File: src/sv/olde_pkg.sv
// Shared types, request and status codes for the ordered list deque engine.
package olde_pkg;

   localparam int DEFAULT_CAPACITY = 16;

   // request codes
   localparam logic [2:0] REQ_INSERT_ORDERED = 3'd0;
   localparam logic [2:0] REQ_DELETE_VALUE   = 3'd1;
   localparam logic [2:0] REQ_PUSH_FRONT     = 3'd2;
   localparam logic [2:0] REQ_PUSH_BACK      = 3'd3;
   localparam logic [2:0] REQ_POP_FRONT      = 3'd4;
   localparam logic [2:0] REQ_POP_BACK       = 3'd5;

   // status codes
   localparam logic [1:0] STATUS_OK        = 2'd0;
   localparam logic [1:0] STATUS_NOT_FOUND = 2'd1;
   localparam logic [1:0] STATUS_EMPTY     = 2'd2;
   localparam logic [1:0] STATUS_FULL      = 2'd3;

   typedef struct packed {
      logic [2:0]        req_type;
      logic signed [7:0] item_value;
   } req_payload_type;

   typedef struct packed {
      logic [1:0]        status;
      logic signed [7:0] removed_value;
      logic [4:0]        entry_count;
   } rsp_payload_type;

   // broadcast to every cell
   typedef struct packed {
      logic [2:0]        req_type;
      logic signed [7:0] item_value;
      logic              do_insert;
      logic              do_remove;
   } cell_cmd_type;

   // rippled from cell to cell, front to back
   typedef struct packed {
      logic              found;
      logic signed [7:0] removed;
   } cell_chain_type;

endpackage

File: src/sv/olde_cell.sv
// One storage cell of the ordered list: holds one entry and shifts with its neighbors.
module olde_cell
   import olde_pkg::*;
(
   input  logic              clock,
   input  cell_cmd_type      cmd,
   input  logic              valid_here,
   input  logic              valid_next,
   input  logic signed [7:0] left_value,
   input  logic signed [7:0] right_value,
   input  cell_chain_type    chain_in,
   output cell_chain_type    chain_out,
   output logic signed [7:0] entry_value
);

   logic signed [7:0] entry_ff;
   logic signed [7:0] entry_in;
   logic              stop;
   logic              hit;

   // is this the cell where the request takes effect
   always_comb begin
      unique case (cmd.req_type) inside
         REQ_INSERT_ORDERED: stop = !valid_here || !(cmd.item_value > entry_ff);
         REQ_DELETE_VALUE:   stop = valid_here && (entry_ff == cmd.item_value);
         REQ_PUSH_FRONT, REQ_POP_FRONT: stop = 1'b1;
         REQ_PUSH_BACK:      stop = !valid_here;
         REQ_POP_BACK:       stop = valid_here && !valid_next;
         default:            stop = 1'b0;
      endcase
   end

   assign hit               = stop && !chain_in.found;
   assign chain_out.found   = chain_in.found || stop;
   assign chain_out.removed = hit ? entry_ff : chain_in.removed;

   always_comb begin
      entry_in = entry_ff;
      if (cmd.do_insert) begin
         if (chain_in.found) begin
            entry_in = left_value;
         end else if (stop) begin
            entry_in = cmd.item_value;
         end
      end else if (cmd.do_remove && (chain_in.found || stop)) begin
         entry_in = right_value;
      end
   end

   always_ff @(posedge clock) begin
      entry_ff <= entry_in;
   end

   assign entry_value = entry_ff;

endmodule

File: src/sv/ordered_list_deque_engine.sv
// Top level of the ordered list deque engine: a row of shifting cells plus count and response.
// The result strobe rises in the cycle after the transaction is accepted.
// Throughput: one transaction per cycle; busy is high only during reset, so start may stay high.
// Each cycle's work is one ripple through the cell row (find position, then shift).
// Reset (synchronous, active high) empties the list and drops any pending result.
// The receiver cannot stall: each result is shown for exactly one cycle.
module ordered_list_deque_engine
   import olde_pkg::*;
#(
   parameter int CAPACITY = DEFAULT_CAPACITY
)(
   input  logic            clock,
   input  logic            reset,
   input  logic            start,
   output logic            busy,
   input  req_payload_type req_data,
   output logic            rsp_strobe,
   output rsp_payload_type rsp_data
);

   localparam int CNT_W  = $clog2(CAPACITY + 1);
   localparam int WIDE_W = (CNT_W > 5) ? CNT_W : 5;

   logic [CNT_W-1:0]  occupancy_ff;
   logic [CNT_W-1:0]  occupancy_in;
   logic              rsp_strobe_ff;
   rsp_payload_type   rsp_ff;
   rsp_payload_type   rsp_in;

   logic              accept;
   logic              is_insert;
   logic              is_remove;
   logic              full;
   logic              empty;
   logic              found;
   cell_cmd_type      cmd;

   logic [CAPACITY-1:0]    valid;
   logic signed [7:0]      cell_value [CAPACITY];
   cell_chain_type         chain      [CAPACITY+1];
   logic [WIDE_W-1:0]      count_wide;

   // the block keeps pace with the request stream; refuse transactions only in reset
   assign busy   = reset;
   assign accept = start && !busy;

   assign full  = (occupancy_ff == CNT_W'(CAPACITY));
   assign empty = (occupancy_ff == '0);

   always_comb begin
      is_insert = 1'b0;
      is_remove = 1'b0;
      unique case (req_data.req_type) inside
         REQ_INSERT_ORDERED, REQ_PUSH_FRONT, REQ_PUSH_BACK: is_insert = 1'b1;
         REQ_DELETE_VALUE, REQ_POP_FRONT, REQ_POP_BACK:     is_remove = 1'b1;
         default: ;
      endcase
   end

   // broadcast the request; gate shifting on room and content
   always_comb begin
      cmd.req_type   = req_data.req_type;
      cmd.item_value = req_data.item_value;
      cmd.do_insert  = accept && is_insert && !full;
      cmd.do_remove  = accept && is_remove && !empty;
   end

   assign chain[0] = '0;

   for (genvar i = 0; i < CAPACITY; i++) begin : g_cell
      logic signed [7:0] left_v;
      logic signed [7:0] right_v;
      logic              valid_nxt;

      assign valid[i] = (occupancy_ff > CNT_W'(i));

      if (i == 0) begin : g_first
         assign left_v = req_data.item_value;
      end else begin : g_mid_left
         assign left_v = cell_value[i-1];
      end

      if (i == CAPACITY - 1) begin : g_last
         assign right_v   = cell_value[i];
         assign valid_nxt = 1'b0;
      end else begin : g_mid_right
         assign right_v   = cell_value[i+1];
         assign valid_nxt = (occupancy_ff > CNT_W'(i + 1));
      end

      olde_cell u_cell (
         .clock       (clock),
         .cmd         (cmd),
         .valid_here  (valid[i]),
         .valid_next  (valid_nxt),
         .left_value  (left_v),
         .right_value (right_v),
         .chain_in    (chain[i]),
         .chain_out   (chain[i+1]),
         .entry_value (cell_value[i])
      );
   end

   assign found = chain[CAPACITY].found;

   // count update and status
   always_comb begin
      occupancy_in         = occupancy_ff;
      rsp_in.status        = STATUS_OK;
      rsp_in.removed_value = '0;
      if (is_insert) begin
         if (full) begin
            rsp_in.status = STATUS_FULL;
         end else begin
            occupancy_in = occupancy_ff + CNT_W'(1);
         end
      end else if (is_remove) begin
         if (empty) begin
            rsp_in.status = STATUS_EMPTY;
         end else if (!found) begin
            rsp_in.status = STATUS_NOT_FOUND;
         end else begin
            occupancy_in         = occupancy_ff - CNT_W'(1);
            rsp_in.removed_value = chain[CAPACITY].removed;
         end
      end
      count_wide         = WIDE_W'(occupancy_in);
      rsp_in.entry_count = count_wide[4:0];
   end

   always_ff @(posedge clock) begin
      if (reset) begin
         occupancy_ff  <= '0;
         rsp_strobe_ff <= 1'b0;
      end else begin
         rsp_strobe_ff <= accept;
         if (accept) begin
            occupancy_ff <= occupancy_in;
         end
      end
   end

   // hold the result payload; strobe marks the one valid cycle
   always_ff @(posedge clock) begin
      if (accept) begin
         rsp_ff <= rsp_in;
      end
   end

   assign rsp_strobe = rsp_strobe_ff;
   assign rsp_data   = rsp_ff;

endmodule

File: config.mk
export PLATFORM = sky130hd
export DESIGN_NAME = ordered_list_deque_engine
export DESIGN_NICKNAME = d
export VERILOG_FILES = /design/src/sv/olde_pkg.sv /design/src/sv/olde_cell.sv /design/src/sv/ordered_list_deque_engine.sv
export SDC_FILE = /design/constraint.sdc
export NUM_CORES = 1
export LEC_CHECK = 0
export BUFFER_PORTS_ARGS = -buffer_cell sky130_fd_sc_hd__buf_4
export CELL_PAD_IN_SITES_DETAIL_PLACEMENT = 1
export CELL_PAD_IN_SITES_GLOBAL_PLACEMENT = 2
export CORE_MARGIN = 2
export CORE_UTILIZATION = 45
export DETAILED_ROUTE_END_ITERATION = 6
export GPL_TIMING_DRIVEN = 0
export PLACE_DENSITY_LB_ADDON = 0.2
export SETUP_SLACK_MARGIN = 0.5
export SYNTH_ARGS = -nofsm -noshare
export SYNTH_HDL_FRONTEND = slang
export SYNTH_HIERARCHICAL = 1
export SYNTH_SLANG_ARGS = --single-unit
File: constraint.sdc
create_clock -name clock -period 19.59 [get_ports clock]
set_input_delay 3.918 -clock clock [delete_from_list [all_inputs] [get_ports clock]]
set_output_delay 3.918 -clock clock [all_outputs]
set_load 0.1 [all_outputs]
==> metrics.md <==
| Metric | Value |
|---|---|
| Status | `completed` |
| CP arrival | `15.92 ns` |
| CP max FO | `33` |
| Antenna diode count | `0` |
| Fin nets | `1878` |
| Post-synthesis adder-cell area fraction | `10.8%` |
| Mux cell area share after synthesis | `20.3%` |
| Slew Viols, Final | `0` |
| Cell Count, Final, Fillers Out | `2198` |
| Largest net degree at the start of global routing | `86` |
| 1st-iter DRT viols | `716` |
| Max frequency | `63.5 MHz` |
| Gpl congestion | `0.873` |
| Compound-Gate Fraction of Synth Area | `14.9%` |
| Placed Cells incl. Taps | `2166` |
| Die Wd | `190 um` |
| Die height | `190 um` |
| P per Cell Area | `64.4 nW/um^2` |
| Worst-Margin Slew | `1.34 ns` |
| Wirelength per Cell | `22.5 um` |
| WL final | `49400 um` |
| Routed Antenna Nets | `0` |
| Number of synthesized flops with an enable pin | `143` |
| Crit path launch type | `primary input` |
| DP Worst Slack | `3.41 ns` |
| Critical path start-end classification | `primary input to flop` |
| Number of max-cap violations | `0` |
| Main flop type after synthesis | `edfxtp_1` |
| GRT overflow | `0` |
| DRC Markers | `0` |
| Yosys warnings | `6` |
| Critical Path RT | `19.77 ns` |
| Worst-path clk slew | `0.08 ns` |
| Row cnt | `68` |
| # IOs | `31` |
| Hold-fix buffers at CTS | `0` |
| Worst vdd ir | `0.0521 mV` |
| Final HPWL DP | `35200 um` |
| Worst r2r path cells | `42` |
| Most frequent cells in the layout | `a21oi_1 (181), inv_1 (180), nor2_1 (155)` |
| Worst path slowest cell | `a2111o_1` |
| Seq cells post-synth | `149` |
| FF/Latch Area | `4410 sq um` |
| Cts repair resizes | `0` |
| Max incr delay on CP | `0.53 ns` |
| Largest family of logic cells by synthesized area | `multiplexers` |
| Antenna violations before repair | `0` |
| Hold path start | `g_cell[3].u_cell/entry_value[0]` |
| Post-synthesis sequential area ratio | `28.3%` |
| Final Hold Slack | `0.689 ns` |
| Max clock buf depth | `2` |
| Proportion of layout cells with a drive suffix above 1 | `18.0%` |
| Die area | `36200 sq um` |
| GRT Total Usage | `27.8%` |
| Distinct cells, synth | `64` |
| Worst flop-to-flop path endpoint | `rsp_data[1]` |
| Fin area | `17000 sq um` |
| Xor-xnor portion of the synthesized cell area | `0.0562%` |
| Reg2Reg Launch Point | `occupancy_ff[1]` |
| Area Overhead vs Synth | `8.92%` |
| Minimum clock period | `15.74 ns` |
| CTS root buffer | `clkbuf_16` |
| Mean area per synthesized cell | `9.33 sq um` |
| Multi-input gate area | `10200 sq um` |
| First-pass GRT wire length | `78300 um` |
| Flop2flop setup slack | `6.44 ns` |
| Most used cell, CP | `a2111o_1` |
| Final Cycle Share | `80.4%` |
| Final hold violations | `0` |
| Nature of the critical path endpoint | `flop` |
| Setup violations, final | `0` |
| Total number of vias | `13.1k` |
| Slew HR | `10.5%` |
| Initial Util | `45.4%` |
| Ys async rst share | `0%` |
| Vias in the first global route | `13.9k` |
| Clock sinks | `149` |
| Synthesized cell area | `15600 sq um` |
| Vias per cell | `5.97` |
| First-pass DRT Iterations | `5` |
| Clock Skews | `0.0195 ns` |
| Filler cell count | `4006` |
| Port bufs | `30` |
| Area of placed instances | `16400 sq um` |
| Cells after synthesis | `1671` |
| Unrepaired setup endpoints after global routing | `false` |
| Fin Setup TNS | `0 ns` |
| Area of the core | `34400 sq um` |
| Worst-skew pair later-pin latency | `0.44 ns` |
| Synth Area in Simple Gates | `18.9%` |
| H-tree depth | `4` |
| Post-CTS setup buffer count | `0` |
| Hold path depth | `2` |
| Final WS setup | `3.85 ns` |
| CTS tree | `built` |
| Cts bufs inserted | `17` |
| Pleak | `7.96 nW` |
| WHS Endpoint | `g_cell[2].u_cell/entry_value[0]` |
| Most common library cell in the layout ignoring fill and taps | `a21oi_1` |
| Hold Crit Class | `flop to flop` |
## worst max-delay path by stage
stage | cells after the start | startpoint | to | slack (ns)
after floorplan | 40 | req_data[7] | rsp_data[1] | 5.12
after global placement | 41 | req_data[7] | rsp_data[3] | 3.44
after detailed placement | 41 | req_data[7] | rsp_data[1] | 3.41
after CTS | 41 | req_data[7] | rsp_data[3] | 3.86
after global routing | 41 | req_data[7] | rsp_data[3] | 3.36
final | 41 | req_data[7] | rsp_data[1] | 3.85
## flip-flops by register name (all words and copies together), names as in the netlist
signal and count:
rsp_data 15, occupancy_ff 5, rsp_strobe 1, g_cell.u_cell/entry_value 128
## final cells by class
| class | instances | share of cell area [%] |
|---|---|---|
| clock inverter | 15 | 0.774 |
| buffer | 60 | 2.20 |
| tap | 455 | 3.35 |
| clock buffer | 17 | 2.50 |
| sequential | 149 | 26.0 |
| timing repair buffer | 30 | 1.33 |
| inverter | 181 | 4.00 |
| multi-input combinational | 1291 | 59.9 |
## stage by stage
stage	utilization, %	power (mW)
5_1_grt	49.4	1.15
6_report	49.4	1.09
2_1_floorplan	-	0.661
3_3_place_gp	47.8	0.764
3_5_place_dp	47.8	0.778
4_1_cts	49.4	1.10
## worst max-delay path, delay by kind of cell
| kind | cells | cell delay [ns] |
|---|---|---|
| AOI/OAI and AO/OA | 18 | 7.28 |
| buffers and inverters | 17 | 3.33 |
| and+or+nand+nor | 3 | 0.62 |
| adders and majority gates | 1 | 0.41 |
| muxes | 2 | 0.30 |
## kinds of logic (layout without fill, tap and decap cells)
group,count (synthesis),after routing
AOI/OAI and AO/OA,362,362
xor gates and xnor gates,1,1
adders and majority gates,134,134
buffers and inverters,241,303
DFF,149,149
muxes,292,292
other,1,11
and+or+nand+nor,491,491
## power breakdown
group          internal, mW  total [mW]  switching [mW]
clock network         0.175       0.322           0.146
logic                 0.154       0.374           0.220
registers             0.376       0.399          0.0231
total                 0.705        1.09           0.390
## cell usage after synthesis (18+ instances only)
cell	number	share of area, %
nor3_1	37	1.2
inv_1	180	4.3
clkbuf_1	39	0.94
nor2b_1	36	1.4
nor2_1	155	3.7
edfxtp_1	143	28
o21ai_0	29	0.93
buf_6	19	1.4
nand4_1	32	1.3
nand2_1	57	1.4
a21oi_1	181	5.8
o21a_1	18	0.87
nand3_1	49	1.6
mux2_2	129	9.3
mux2i_1	146	9.4
ha_1	134	11
## metal layers
| layer | global-route usage (%) | part of all wire, % |
|---|---|---|
| met1 | 35.3 | 45 |
| met2 | 50.8 | 51 |
| met3 | 2.64 | 1.9 |
| met4 | 6.68 | 1.6 |
| met5 | 0 | 0 |
Power figures use the tool's default switching activity.
